$ cat src/pfi_pkg.sv
// pfi_pkg: shared types and constants for the printf format interpreter.
// No dependencies; used by every module under src.
package pfi_pkg;

  // ASCII codes the parser and the formatter look for
  localparam logic [7:0] CH_NUL     = 8'h00;
  localparam logic [7:0] CH_SPACE   = 8'h20;
  localparam logic [7:0] CH_PERCENT = 8'h25;
  localparam logic [7:0] CH_MINUS   = 8'h2D;
  localparam logic [7:0] CH_ZERO    = 8'h30;
  localparam logic [7:0] CH_NINE    = 8'h39;
  localparam logic [7:0] CH_UPPER_A = 8'h41;
  localparam logic [7:0] CH_UPPER_X = 8'h58;
  localparam logic [7:0] CH_LOWER_A = 8'h61;
  localparam logic [7:0] CH_LOWER_C = 8'h63;
  localparam logic [7:0] CH_LOWER_D = 8'h64;
  localparam logic [7:0] CH_LOWER_I = 8'h69;
  localparam logic [7:0] CH_LOWER_O = 8'h6F;
  localparam logic [7:0] CH_LOWER_U = 8'h75;
  localparam logic [7:0] CH_LOWER_X = 8'h78;

  localparam int unsigned DIGIT_BUFFER = 6;
  localparam int unsigned DIG_IDX_W    = $clog2(DIGIT_BUFFER);
  localparam int unsigned DIG_CNT_W    = $clog2(DIGIT_BUFFER + 1);
  localparam int unsigned WIDTH_W      = 7;   // holds a field width up to 64

  // divide by ten: q = (v * RECIP10) >> RECIP_SHIFT, exact for 16-bit v
  localparam logic [31:0] RECIP10     = 32'd52429;
  localparam int unsigned RECIP_SHIFT = 19;

  typedef enum logic [1:0] {
    RADIX_DEC,
    RADIX_HEX,
    RADIX_OCT,
    RADIX_CHR
  } radix_e;

  // decoded command for the item being accepted
  typedef struct packed {
    logic       emit_char;   // copy lit to the output
    logic       convert;     // run a conversion on the argument
    logic [7:0] lit;
    radix_e     radix;
    logic       upper;       // hex letters in upper case
    logic       is_signed;   // d / i
  } cmd_t;

  // spec flags held by the parser
  typedef struct packed {
    logic               zero_pad;
    logic               left_justify;
    logic [WIDTH_W-1:0] pad_width;
  } spec_t;

endpackage

$ cat src/pfi_parser.sv
// pfi_parser: format string parser, holds the conversion spec state.
// Depends on pfi_pkg.
module pfi_parser #(
  parameter int unsigned MAX_WIDTH = 64
) (
  input  logic          clk_i,
  input  logic          rst_ni,
  input  logic          accept_i,
  input  logic [7:0]    format_char_i,
  input  logic          done_i,       // conversion output finished
  output pfi_pkg::cmd_t cmd_o,
  output pfi_pkg::spec_t spec_o
);

  localparam int unsigned CALC_W = pfi_pkg::WIDTH_W + 4;

  logic                        in_spec_q, in_spec_d;
  logic                        zero_pad_q, zero_pad_d;
  logic                        digit_seen_q, digit_seen_d;
  logic                        left_q, left_d;
  logic [pfi_pkg::WIDTH_W-1:0] width_q, width_d;
  logic [CALC_W-1:0]           width_calc;
  logic [pfi_pkg::WIDTH_W-1:0] width_sat;

  // width * 10 + digit, then saturate
  assign width_calc = ({4'b0, width_q} << 3) + ({4'b0, width_q} << 1)
                    + CALC_W'(format_char_i - pfi_pkg::CH_ZERO);
  assign width_sat  = (width_calc > CALC_W'(MAX_WIDTH)) ?
                      pfi_pkg::WIDTH_W'(MAX_WIDTH) : width_calc[pfi_pkg::WIDTH_W-1:0];

  always_comb begin
    in_spec_d    = in_spec_q;
    zero_pad_d   = zero_pad_q;
    digit_seen_d = digit_seen_q;
    left_d       = left_q;
    width_d      = width_q;
    cmd_o        = '0;
    cmd_o.radix  = pfi_pkg::RADIX_DEC;
    if (done_i) begin
      in_spec_d    = 1'b0;
      zero_pad_d   = 1'b0;
      digit_seen_d = 1'b0;
      left_d       = 1'b0;
      width_d      = '0;
    end else if (accept_i) begin
      if (format_char_i == pfi_pkg::CH_NUL) begin
        in_spec_d    = 1'b0;
        zero_pad_d   = 1'b0;
        digit_seen_d = 1'b0;
        left_d       = 1'b0;
        width_d      = '0;
      end else if (!in_spec_q) begin
        if (format_char_i == pfi_pkg::CH_PERCENT) begin
          in_spec_d    = 1'b1;
          zero_pad_d   = 1'b0;
          digit_seen_d = 1'b0;
          left_d       = 1'b0;
          width_d      = '0;
        end else begin
          cmd_o.emit_char = 1'b1;
          cmd_o.lit       = format_char_i;
        end
      end else if (format_char_i == pfi_pkg::CH_ZERO && !digit_seen_q) begin
        zero_pad_d   = 1'b1;
        digit_seen_d = 1'b1;
      end else if (format_char_i inside {[pfi_pkg::CH_ZERO:pfi_pkg::CH_NINE]}) begin
        width_d      = width_sat;
        digit_seen_d = 1'b1;
      end else if (format_char_i == pfi_pkg::CH_MINUS) begin
        left_d = 1'b1;
      end else if (format_char_i == pfi_pkg::CH_PERCENT) begin
        cmd_o.emit_char = 1'b1;
        cmd_o.lit       = pfi_pkg::CH_PERCENT;
        in_spec_d       = 1'b0;
        zero_pad_d      = 1'b0;
        digit_seen_d    = 1'b0;
        left_d          = 1'b0;
        width_d         = '0;
      end else begin
        // spec stays open until the formatter raises done_i
        case (format_char_i)
          pfi_pkg::CH_LOWER_D, pfi_pkg::CH_LOWER_I: begin
            cmd_o.convert   = 1'b1;
            cmd_o.is_signed = 1'b1;
          end
          pfi_pkg::CH_LOWER_U: begin
            cmd_o.convert = 1'b1;
          end
          pfi_pkg::CH_LOWER_X: begin
            cmd_o.convert = 1'b1;
            cmd_o.radix   = pfi_pkg::RADIX_HEX;
          end
          pfi_pkg::CH_UPPER_X: begin
            cmd_o.convert = 1'b1;
            cmd_o.radix   = pfi_pkg::RADIX_HEX;
            cmd_o.upper   = 1'b1;
          end
          pfi_pkg::CH_LOWER_O: begin
            cmd_o.convert = 1'b1;
            cmd_o.radix   = pfi_pkg::RADIX_OCT;
          end
          pfi_pkg::CH_LOWER_C: begin
            cmd_o.convert = 1'b1;
            cmd_o.radix   = pfi_pkg::RADIX_CHR;
          end
          default: begin
            // unknown conversion: drop the spec
            in_spec_d    = 1'b0;
            zero_pad_d   = 1'b0;
            digit_seen_d = 1'b0;
            left_d       = 1'b0;
            width_d      = '0;
          end
        endcase
      end
    end
  end

  always_ff @(posedge clk_i or negedge rst_ni) begin
    if (!rst_ni) begin
      in_spec_q    <= 1'b0;
      zero_pad_q   <= 1'b0;
      digit_seen_q <= 1'b0;
      left_q       <= 1'b0;
      width_q      <= '0;
    end else begin
      in_spec_q    <= in_spec_d;
      zero_pad_q   <= zero_pad_d;
      digit_seen_q <= digit_seen_d;
      left_q       <= left_d;
      width_q      <= width_d;
    end
  end

  assign spec_o.zero_pad     = zero_pad_q;
  assign spec_o.left_justify = left_q;
  assign spec_o.pad_width    = width_q;

endmodule

$ cat src/pfi_digit_unit.sv
// pfi_digit_unit: one radix step, quotient and ASCII digit of the remainder.
// Depends on pfi_pkg.
module pfi_digit_unit (
  input  logic            [15:0] val_i,
  input  pfi_pkg::radix_e        radix_i,
  input  logic                   upper_i,
  output logic            [15:0] quo_o,
  output logic            [7:0]  digit_o
);

  logic [31:0] prod;
  logic [15:0] q10;
  logic [15:0] r10;
  logic [3:0]  rem;

  // reciprocal multiply, then remainder by shift-add of q * 10
  assign prod = 32'(val_i) * pfi_pkg::RECIP10;
  assign q10  = 16'(prod >> pfi_pkg::RECIP_SHIFT);
  assign r10  = val_i - ((q10 << 3) + (q10 << 1));

  always_comb begin
    case (radix_i)
      pfi_pkg::RADIX_DEC: begin
        quo_o = q10;
        rem   = r10[3:0];
      end
      pfi_pkg::RADIX_HEX: begin
        quo_o = val_i >> 4;
        rem   = val_i[3:0];
      end
      pfi_pkg::RADIX_OCT: begin
        quo_o = val_i >> 3;
        rem   = {1'b0, val_i[2:0]};
      end
      default: begin
        quo_o = '0;
        rem   = '0;
      end
    endcase
  end

  assign digit_o = (rem <= 4'd9) ? (pfi_pkg::CH_ZERO + {4'b0, rem}) :
                   ((upper_i ? pfi_pkg::CH_UPPER_A : pfi_pkg::CH_LOWER_A)
                    + {4'b0, rem} - 8'd10);

endmodule

$ cat src/printf_format_interpreter_top.sv
// printf_format_interpreter_top: streaming printf-style formatter.
// Depends on pfi_pkg, pfi_parser and pfi_digit_unit.
//
//   channel   | dir | tdata (low bit up)                    | tuser | tlast
//   ----------+-----+---------------------------------------+-------+-----------------
//   s_axis    | in  | format_char[7:0], argument[23:8]      | -     | -
//   m_axis    | out | out_char[7:0]                         | -     | last char of item
//
// Sequence: an item that emits nothing leaves the sequencer idle (ready again at once).
// A plain character or %% passes through S_CHR. A conversion runs D digit steps
// in S_DIG (none for %c, else 1..6) through the shared digit unit, sets up
// padding in S_PREP, then sends N output characters from S_EMIT at one per cycle
// while m_axis is not stalled, through the single output register. N is
// max(width, digits + sign), at most 64.
// Reset: asynchronous, active low; clears parser flags and the sequencer,
// no clearing pass. Stalls on m_axis hold S_CHR and S_EMIT; s_axis is ready only
// while the sequencer is idle, which includes while a final char waits.
module printf_format_interpreter_top #(
  parameter int unsigned MAX_WIDTH = 64
) (
  input  logic        clk_i,
  input  logic        rst_ni,
  input  logic        s_axis_tvalid_i,
  output logic        s_axis_tready_o,
  input  logic [23:0] s_axis_tdata_i,   // format_char[7:0], argument[23:8]
  output logic        m_axis_tvalid_o,
  input  logic        m_axis_tready_i,
  output logic [7:0]  m_axis_tdata_o,   // out_char[7:0]
  output logic        m_axis_tlast_o
);

  // sequencer states
  localparam logic [2:0] S_IDLE = 3'd0;
  localparam logic [2:0] S_CHR  = 3'd1;   // one literal char
  localparam logic [2:0] S_DIG  = 3'd2;   // digit extraction, lsd first
  localparam logic [2:0] S_PREP = 3'd3;   // pad and length setup
  localparam logic [2:0] S_EMIT = 3'd4;   // sign, pad and digits out

  localparam int unsigned WW = pfi_pkg::WIDTH_W;
  localparam int unsigned CW = pfi_pkg::DIG_CNT_W;
  localparam int unsigned IW = pfi_pkg::DIG_IDX_W;

  logic [2:0]            state_q, state_d;
  logic                  accept;
  logic                  load_ok;
  logic                  done;
  pfi_pkg::cmd_t         cmd;
  pfi_pkg::spec_t        spec;

  logic [7:0]            format_char;
  logic [15:0]           argument;

  // working registers of the conversion
  logic [7:0]            lit_q;
  logic [15:0]           val_q;
  pfi_pkg::radix_e       radix_q;
  logic                  upper_q;
  logic                  neg_q;
  logic                  sign_q;   // sign still to emit
  logic [CW-1:0]         size_q;   // digits produced
  logic [CW-1:0]         k_q;      // digits still to emit
  logic [WW-1:0]         pad_q;    // pad chars still to emit
  logic [WW-1:0]         rem_q;    // chars still to emit
  logic [7:0]            dig_q [pfi_pkg::DIGIT_BUFFER];

  logic [15:0]           quo;
  logic [7:0]            digit_char;
  logic [WW-1:0]         size_ext;
  logic [IW-1:0]         rd_idx;
  logic [7:0]            pad_char;
  logic [7:0]            emit_char;
  logic                  take_sign, take_pad, take_dig;

  // output register
  logic                  out_valid_q;
  logic [7:0]            out_data_q;
  logic                  out_last_q;

  assign format_char = s_axis_tdata_i[7:0];
  assign argument    = s_axis_tdata_i[23:8];

  assign s_axis_tready_o = (state_q == S_IDLE);
  assign accept          = s_axis_tvalid_i && s_axis_tready_o;
  assign load_ok         = !out_valid_q || m_axis_tready_i;
  assign done            = (state_q == S_EMIT) && load_ok && (rem_q == WW'(1));

  pfi_parser #(
    .MAX_WIDTH (MAX_WIDTH)
  ) u_parser (
    .clk_i         (clk_i),
    .rst_ni        (rst_ni),
    .accept_i      (accept),
    .format_char_i (format_char),
    .done_i        (done),
    .cmd_o         (cmd),
    .spec_o        (spec)
  );

  pfi_digit_unit u_digit (
    .val_i   (val_q),
    .radix_i (radix_q),
    .upper_i (upper_q),
    .quo_o   (quo),
    .digit_o (digit_char)
  );

  assign size_ext = WW'(size_q);
  assign rd_idx   = IW'(k_q - CW'(1));
  assign pad_char = (spec.zero_pad && !spec.left_justify) ? pfi_pkg::CH_ZERO
                                                          : pfi_pkg::CH_SPACE;

  // which piece goes out next, by justification mode
  always_comb begin
    take_sign = 1'b0;
    take_pad  = 1'b0;
    take_dig  = 1'b0;
    if (spec.left_justify) begin
      if (sign_q)              take_sign = 1'b1;
      else if (k_q != '0)      take_dig  = 1'b1;
      else                     take_pad  = 1'b1;
    end else if (spec.zero_pad) begin
      if (sign_q)              take_sign = 1'b1;
      else if (pad_q != '0)    take_pad  = 1'b1;
      else                     take_dig  = 1'b1;
    end else begin
      if (pad_q != '0)         take_pad  = 1'b1;
      else if (sign_q)         take_sign = 1'b1;
      else                     take_dig  = 1'b1;
    end
  end

  assign emit_char = take_sign ? pfi_pkg::CH_MINUS :
                     take_pad  ? pad_char : dig_q[rd_idx];

  always_comb begin
    state_d = state_q;
    case (state_q)
      S_IDLE: begin
        if (accept && cmd.emit_char) begin
          state_d = S_CHR;
        end else if (accept && cmd.convert) begin
          state_d = (cmd.radix == pfi_pkg::RADIX_CHR) ? S_PREP : S_DIG;
        end
      end
      S_CHR: begin
        if (load_ok) state_d = S_IDLE;
      end
      S_DIG: begin
        if (quo == '0 || size_q == CW'(pfi_pkg::DIGIT_BUFFER - 1)) state_d = S_PREP;
      end
      S_PREP: begin
        state_d = S_EMIT;
      end
      S_EMIT: begin
        if (done) state_d = S_IDLE;
      end
      default: begin
        state_d = S_IDLE;
      end
    endcase
  end

  always_ff @(posedge clk_i or negedge rst_ni) begin
    if (!rst_ni) begin
      state_q <= S_IDLE;
    end else begin
      state_q <= state_d;
    end
  end

  // datapath registers
  always_ff @(posedge clk_i) begin
    case (state_q)
      S_IDLE: begin
        if (accept) begin
          lit_q   <= cmd.lit;
          radix_q <= cmd.radix;
          upper_q <= cmd.upper;
          neg_q   <= cmd.is_signed && argument[15];
          val_q   <= (cmd.is_signed && argument[15]) ? (~argument + 16'd1) : argument;
          size_q  <= (cmd.radix == pfi_pkg::RADIX_CHR) ? CW'(1) : '0;
          if (cmd.radix == pfi_pkg::RADIX_CHR) begin
            dig_q[0] <= argument[7:0];
          end
        end
      end
      S_DIG: begin
        dig_q[size_q[IW-1:0]] <= digit_char;
        val_q                 <= quo;
        size_q                <= size_q + CW'(1);
      end
      S_PREP: begin
        k_q    <= size_q;
        sign_q <= neg_q;
        if (spec.pad_width > size_ext) begin
          pad_q <= spec.pad_width - size_ext - WW'(neg_q);
          rem_q <= spec.pad_width;
        end else begin
          pad_q <= '0;
          rem_q <= size_ext + WW'(neg_q);
        end
      end
      S_EMIT: begin
        if (load_ok) begin
          rem_q <= rem_q - WW'(1);
          if (take_sign) sign_q <= 1'b0;
          if (take_pad)  pad_q  <= pad_q - WW'(1);
          if (take_dig)  k_q    <= k_q - CW'(1);
        end
      end
      default: begin
      end
    endcase
  end

  // output register: loads from CHR or EMIT when the slot is free
  always_ff @(posedge clk_i or negedge rst_ni) begin
    if (!rst_ni) begin
      out_valid_q <= 1'b0;
    end else if (load_ok) begin
      out_valid_q <= (state_q == S_CHR) || (state_q == S_EMIT);
    end
  end

  always_ff @(posedge clk_i) begin
    if (load_ok && state_q == S_CHR) begin
      out_data_q <= lit_q;
      out_last_q <= 1'b1;
    end else if (load_ok && state_q == S_EMIT) begin
      out_data_q <= emit_char;
      out_last_q <= (rem_q == WW'(1));
    end
  end

  assign m_axis_tvalid_o = out_valid_q;
  assign m_axis_tdata_o  = out_data_q;
  assign m_axis_tlast_o  = out_last_q;

endmodule

$ cat config.mk
export PLATFORM = sky130hd
export DESIGN_NAME = printf_format_interpreter_top
export DESIGN_NICKNAME = d
export VERILOG_FILES = /design/src/pfi_pkg.sv /design/src/pfi_parser.sv /design/src/pfi_digit_unit.sv /design/src/printf_format_interpreter_top.sv
export SDC_FILE = /design/constraint.sdc
export NUM_CORES = 1
export LEC_CHECK = 0
export BUFFER_PORTS_ARGS = -buffer_cell sky130_fd_sc_hd__buf_2
export CELL_PAD_IN_SITES_DETAIL_PLACEMENT = 1
export CELL_PAD_IN_SITES_GLOBAL_PLACEMENT = 2
export CORE_MARGIN = 10
export CORE_UTILIZATION = 46
export DETAILED_ROUTE_END_ITERATION = 12
export PLACE_DENSITY = 0.95
export RECOVER_POWER = 50
export SLEW_MARGIN = 20
export SYNTH_ARGS = -nofsm -noshare
export SYNTH_HDL_FRONTEND = slang
export SYNTH_SLANG_ARGS = --single-unit
$ cat constraint.sdc
create_clock -name clk_i -period 13.5 [get_ports clk_i]
set_input_delay 2.7 -clock clk_i [delete_from_list [all_inputs] [get_ports clk_i]]
set_output_delay 2.7 -clock clk_i [all_outputs]
set_load 0.03 [all_outputs]
Yosys cells after proc, flatten, opt, wreduce, memory -nomap -nowiden
Memory sizes are Yosys's and may differ from the RTL's.
Index checks and enable logic that the tools add are counted.
- flip-flop bits (word level): 73
- RAM bits: 48
- input port bits: 28
- output and inout bits: 11
- word-level logic and storage cells: 250
- memories kept: 1
- add/subtract/negate cells: 16
- multipliers: 1
- order comparisons: 5
- equality and inequality tests: 38
- mux-type cells: 123
- bitwise logic cells: 3
- reductions and logical operators: 44
- memories (name ; depth ; bits a word ; read ports ; clocked after Yosys merged registers in ; write ports ; line ; text):
    dig_q ; 6 ; 8 ; 1 ; 0 ; 1 ; printf_format_interpreter_top.sv:64 ; logic [7:0] dig_q [pfi_pkg::DIGIT_BUFFER];
- operators by type and width (operator ; count):
    $mux 7 ; 16
    $mux 14 ; 6
    $mux 1 ; 67
    $mux 8 ; 8
    $eq 8x7->1 const B ; 7
    $pmux 13 s3 ; 1
    $mul 16x16->32 const B ; 1
    $mux 16 ; 2
    $pmux 16 s2 ; 1
    $pmux 7 s2 ; 2
    $mux 3 ; 9
    $eq 8x6->1 const B ; 3
    $add 16x1->16 const B ; 1
    $logic_not 16->1 ; 1
    $not 16->16 ; 1
    $reduce_or 8->1 ; 2
    $ne 5x1->1 const B ; 3
    $ne 5x5->1 const B ; 3
    $pmux 3 s5 ; 1
    $reduce_and 5->1 ; 3
    $ne 2x2->1 const B ; 7
    $sub 7x1->7 const B ; 2
    $mux 6 ; 2
    $pmux 3 s2 ; 2
    other kinds (51) ; 79

Longest topological paths before layout
- word-level depth: 17
- mapped depth: 27
- gate-level depth less buffers: 27

Cells and area by module
From an unflattened synthesis, not the netlist that was laid out.
- cell total of the unflattened synthesis: 1233
- area, all modules: 12239.2 um2
- modules (own cells, without submodules) (module ; instances ; cells an instance ; area an instance (um2) ; sequential area each (um2)):
    printf_format_interpreter_top ; 1 ; 449 ; 5472.7 ; 3273.1
    pfi_digit_unit ; 1 ; 586 ; 5142.4 ; 0.0
    pfi_parser ; 1 ; 198 ; 1624.1 ; 275.3

Worst setup path after synthesis
No wires, ideal clock.
- path kind: register to register
- start: register val_q[7]
- end: memory dig_q[0][1], data pin
- arrival time: 6.778 ns
- path slack: 6.551 ns
- stages on the path, launching flop included: 24
- period minus slack after synthesis: 6.949 ns
- cells stage by stage: edfxtp_1 ha_1 inv_1 fa_1 inv_1 fa_1 fa_1 fa_1 inv_1 fa_1 inv_1 ha_1 or2_2 a21oi_1 a21oi_1 a21oi_1 xnor2_1 ha_1 a221o_1 or4_1 mux2i_1 mux2_4 mux2_4 o21ai_2
- longest elaborated chain between the ends: 8
- elaborated cells on any way between the ends: 10
- classes of those cells: add/sub: 5; mul: 1; order compare: 1; mux: 3
- ends and longest elaborated chain (what ; line ; text):
    start, declared ; printf_format_interpreter_top.sv:55 ; logic [15:0] val_q;
    start signal, assigned ; printf_format_interpreter_top.sv:180 ; val_q <= (cmd.is_signed && argument[15]) ? (~argument + 16'd1) : argument;
    start signal, assigned ; printf_format_interpreter_top.sv:189 ; val_q <= quo;
    $mul 16x16->32 * ; pfi_digit_unit.sv:17 ; assign prod = 32'(val_i) * pfi_pkg::RECIP10;
    $add 4x4->4 * ; pfi_digit_unit.sv:19 ; assign r10 = val_i - ((q10 << 3) + (q10 << 1));
    $sub 4x4->4 * ; pfi_digit_unit.sv:19 ;
    $pmux 4 s3 * ; pfi_digit_unit.sv:22 ; case (radix_i)
    $add 8x4->8 ; pfi_digit_unit.sv:44 ; + {4'b0, rem} - 8'd10);
    $sub 8x4->8 ; pfi_digit_unit.sv:44 ;
    $mux 8 * ; pfi_digit_unit.sv:42 ; assign digit_o = (rem <= 4'd9) ? (pfi_pkg::CH_ZERO + {4'b0, rem}) :
    $mux 8 (no source line) * ; n/a ;
    end, declared ; printf_format_interpreter_top.sv:64 ;
Every way passes the cells marked *; elsewhere a longest branch is shown, timed or not.

Worst setup path after layout
- start: register val_q[6]
- end: memory dig_q[4][1], data pin
Same word-level chain as after synthesis.

==> results.md <==
### Logic synthesis
- **top cells by area in the synthesized netlist** sky130_fd_sc_hd__edfxtp_1, sky130_fd_sc_hd__ha_1, sky130_fd_sc_hd__fa_1
- **largest area contributor in the synthesized netlist** sky130_fd_sc_hd__edfxtp_1
- **post-synthesis sequential element count** 121
- **EDFF count, synth** 105
- **Avg Cell Area, Syn** 9.87 µm²
- **nets in the synthesized netlist** 1,519
- **Post-synth ARST share** 12.4%
- **number of distinct standard cells referenced by the synthesized netlist** 76
- **synthesized area** 12,200 µm²
- **sequential fraction of the synthesis area** 29.1%
- **portion of synthesized cell area occupied by the leading cell type** 25.9%
- **top flip-flop cell by instance count after synthesis** sky130_fd_sc_hd__edfxtp_1
- **post-synthesis cell count** 1,235
- **total of warnings raised by yosys** 0

### Worst hold path
- **class of the tightest hold or removal check** register to register

### Die
- **height of the die** 183 µm
- **die area** 33,400 µm²
- **total core area** 26,100 µm²
- **Die Width** 183 µm
- **number of top-level pins** 39
- **count of standard-cell rows** 59
- **starting utilization of the core area** 46.8%

### Timing
- **Post-Route Skew** 0.0115 ns
- **Hold Vio Cnt, Final** 0
- **share of the clock period used by the worst path after layout** 58.7%
- **relative slew slack** 12.8%
- **RSZ-0062 raised after global routing** false
- **post-layout min period** 7.92 ns
- **final setup violation count** 0
- **post-route worst setup slack** 5.58 ns
- **Achievable Freq** 0.126 GHz
- **pin slew with the least headroom to its limit** 1.31 ns
- **count of pins over their slew limit** 0
- **accumulated negative setup slack** 0 ns

### Placement
- **hpwl dp** 29.0 mm
- **final weighted congestion in routability-driven placement** 0.942
- **placed cell areas** 12,700 µm²
- **worst slack, placed** 5.75 ns
- **port buffer count** 38

### Finish
- **final instance area** 13,300 µm²
- **number of inserted diodes** 0
- **fraction of layout cells with a size suffix above 1** 7.33%
- **NumNets Final** 1,554
- **layout overhead on the synthesized area** 8.79%
- **total of fill cells in the finished design** 2,938

### Drt
- **routed via count** 9,291
- **drc violations** 0
- **DR WL/cell** 22.2 µm
- **length of the first detailed-routing pass in iterations** 5
- **Iteration-0 DRC Markers** 683
- **number of nets with antenna violations after detailed routing** 0
- **routed wire length** 35.8 mm
- **detail-routed via count per cell** 5.74

### Worst setup path
- **critical path's largest stage delay** 0.63 ns
- **maximum fanout along the worst path** 7
- **startpoint kind of the worst setup timing path** register
- **cell with the largest stage delay on the worst path** sky130_fd_sc_hd__a21boi_0
- **Data required, critical path** 13.70 ns
- **cell breakdown of the critical path** ha_1, inv_1, fa_1, inv_1, fa_1, fa_1, fa_1, inv_1, fa_1, inv_1, ha_1, and4_4, a21boi_0, nor2_1, xnor2_1, ha_1, mux2i_1, a22oi_1, ha_1, o21a_1, nor3b_1, mux2_4, mux2_4, o21ai_2
- **Crit Path Category** register to register
- **Crit path top cell by count** sky130_fd_sc_hd__fa_1
- **kind of end point of the critical path** register
- **data arrival time of the critical path** 8.13 ns

### Global route
- **number of global-route vias before repair** 9,884
- **GRT Resource Usage Total** 21.8%
- **maximum number of pins on one net before global-route repair** 32
- **gr ovfl total** 0
- **global-route wire length before repair** 56.8 mm
- **number of antenna violations at the first check in global routing** 1

### Clock network
- **clock tree from TritonCTS** done
- **Max Buffers Root-to-Sink** 2
- **cts hold-fix bufs** 0
- **clock latency at the later pin of the worst-skew pair** 0.43 ns
- **clock slew at reported path FFs** 0.06 ns
- **cell chosen for the clock root** sky130_fd_sc_hd__clkbuf_16
- **post-CTS repair timing setup buffer count** 0
- **number of sinks handled by clock tree synthesis** 121
- **post-cts gate resize count** 0
- **CTS H-Tree Depth** 4
- **number of CTS-inserted buffers** 17

### Job
- **reported max-cap violation count** 0

### Status
- **result of the run** finished clean

==> critical path: cells and delay by family (launching register included) <==
family	cells	cell delay (ns)
adders and majority gates	9	4.04
AOI/OAI and AO/OA	4	1.25
and+or+nand+nor	3	0.59
xor gates and xnor gates	1	0.28
buffers and inverters	4	0.28
muxes	3	0.69
DFF	1	0.56
==> metrics by stage <==
stage | util [%] | cells | hold WS (ns)
floorplan | - | 1235 | 0.471
global placement | 48.9 | 1586 | 0.489
detailed placement | 48.9 | 1586 | 0.507
CTS | 51.0 | 1618 | 0.520
global route | 50.9 | 1618 | 0.535
finish | 50.9 | 1618 | 0.519
==> layout by cell type, fill, tap and decap left out, types with 13 or more instances in the layout <==
cell type                   netlist  layout
sky130_fd_sc_hd__a21o_1          13      13
sky130_fd_sc_hd__a21oi_1         61      61
sky130_fd_sc_hd__buf_2            5      28
sky130_fd_sc_hd__clkbuf_1        21      15
sky130_fd_sc_hd__clkbuf_16        0      17
sky130_fd_sc_hd__dfrtp_1         15      15
sky130_fd_sc_hd__edfxtp_1       105     105
sky130_fd_sc_hd__fa_1            87      87
sky130_fd_sc_hd__ha_1           169     169
sky130_fd_sc_hd__inv_1          239     239
sky130_fd_sc_hd__nand2_1         86      86
sky130_fd_sc_hd__nand3_1         18      18
sky130_fd_sc_hd__nor2_1          55      54
sky130_fd_sc_hd__nor3_1          22      22
sky130_fd_sc_hd__o21ai_0         61      61
sky130_fd_sc_hd__o31ai_1         13      13
sky130_fd_sc_hd__xnor2_1         36      36
sky130_fd_sc_hd__xor2_1          25      25
==> cells in the mapped netlist (all sizes together), types with 21 or more instances <==
cell type / number
nor2: 55
nor3: 23
xor2: 25
nand2: 87
edfxtp: 105
clkbuf: 21
ha: 169
a21oi: 61
inv: 239
xnor2: 36
fa: 87
o21ai: 65
==> final timing paths <==
path,start,to,slack (ns),cells past startpoint
hold / removal,u_parser.digit_seen_q,u_parser.digit_seen_q,0.52,1
setup reg to reg,val_q[6],dig_q[4][1],5.58,24
setup / recovery,val_q[6],dig_q[4][1],5.58,24
min in group asynchronous,rst_ni,m_axis_tvalid_o,2.40,1
hold reg to reg,u_parser.digit_seen_q,u_parser.digit_seen_q,0.52,1
max in group asynchronous,rst_ni,u_parser.in_spec_q,10.53,1
==> cell families (layout without fill, tap and decap cells) <==
group	count (synthesis)	in the layout	synth area share [%]
adder cells (fa/ha/maj)	256	256	31.6
flip-flops	121	121	29.1
AND/OR/NAND/NOR	267	267	10.9
XOR/XNOR	62	62	4.59
AO/OA/AOI/OAI	233	233	12.2
multiplexers	28	28	3.26
buffers and inverters	268	316	8.39
==> routing by layer <==
| metal | track usage, % | vias to the layer above | wire length (µm) |
|---|---|---|---|
| met1 | 30.4 | 4689 | 16600 |
| met4 | 4.52 | 2 | 453 |
| met2 | 34.7 | 255 | 16600 |
| li1 | - | 4311 | - |
| met5 | 0 | - | 7 |
| met3 | 3.94 | 34 | 2150 |
==> state kept, by name, summed over array words and instances (netlist names) <==
register	count
dig_q	48
val_q	16
lit_q	8
m_axis_tdata_o	8
pad_q	7
rem_q	7
u_parser.width_q	7
k_q	3
size_q	3
state_q	3
radix_q	2
m_axis_tlast_o	1
m_axis_tvalid_o	1
neg_q	1
sign_q	1
u_parser.digit_seen_q	1
u_parser.in_spec_q	1
u_parser.left_q	1
u_parser.zero_pad_q	1
upper_q	1
==> cell type report <==
type | instances | area, µm² | share of cell area (%)
Timing Repair Buffer | 45 | 211 | 1.59
Multi-Input combinational cell | 846 | 7620 | 57.5
Clock inverter | 15 | 140 | 1.06
Sequential cell | 121 | 3550 | 26.7
Clock buffer | 17 | 425 | 3.21
Tap cell | 335 | 419 | 3.16
Inverter | 239 | 897 | 6.76
Power is left out: the tool's default activity adds up to more than one toggle a clock period on the data nets, which glitch-free logic cannot reach.
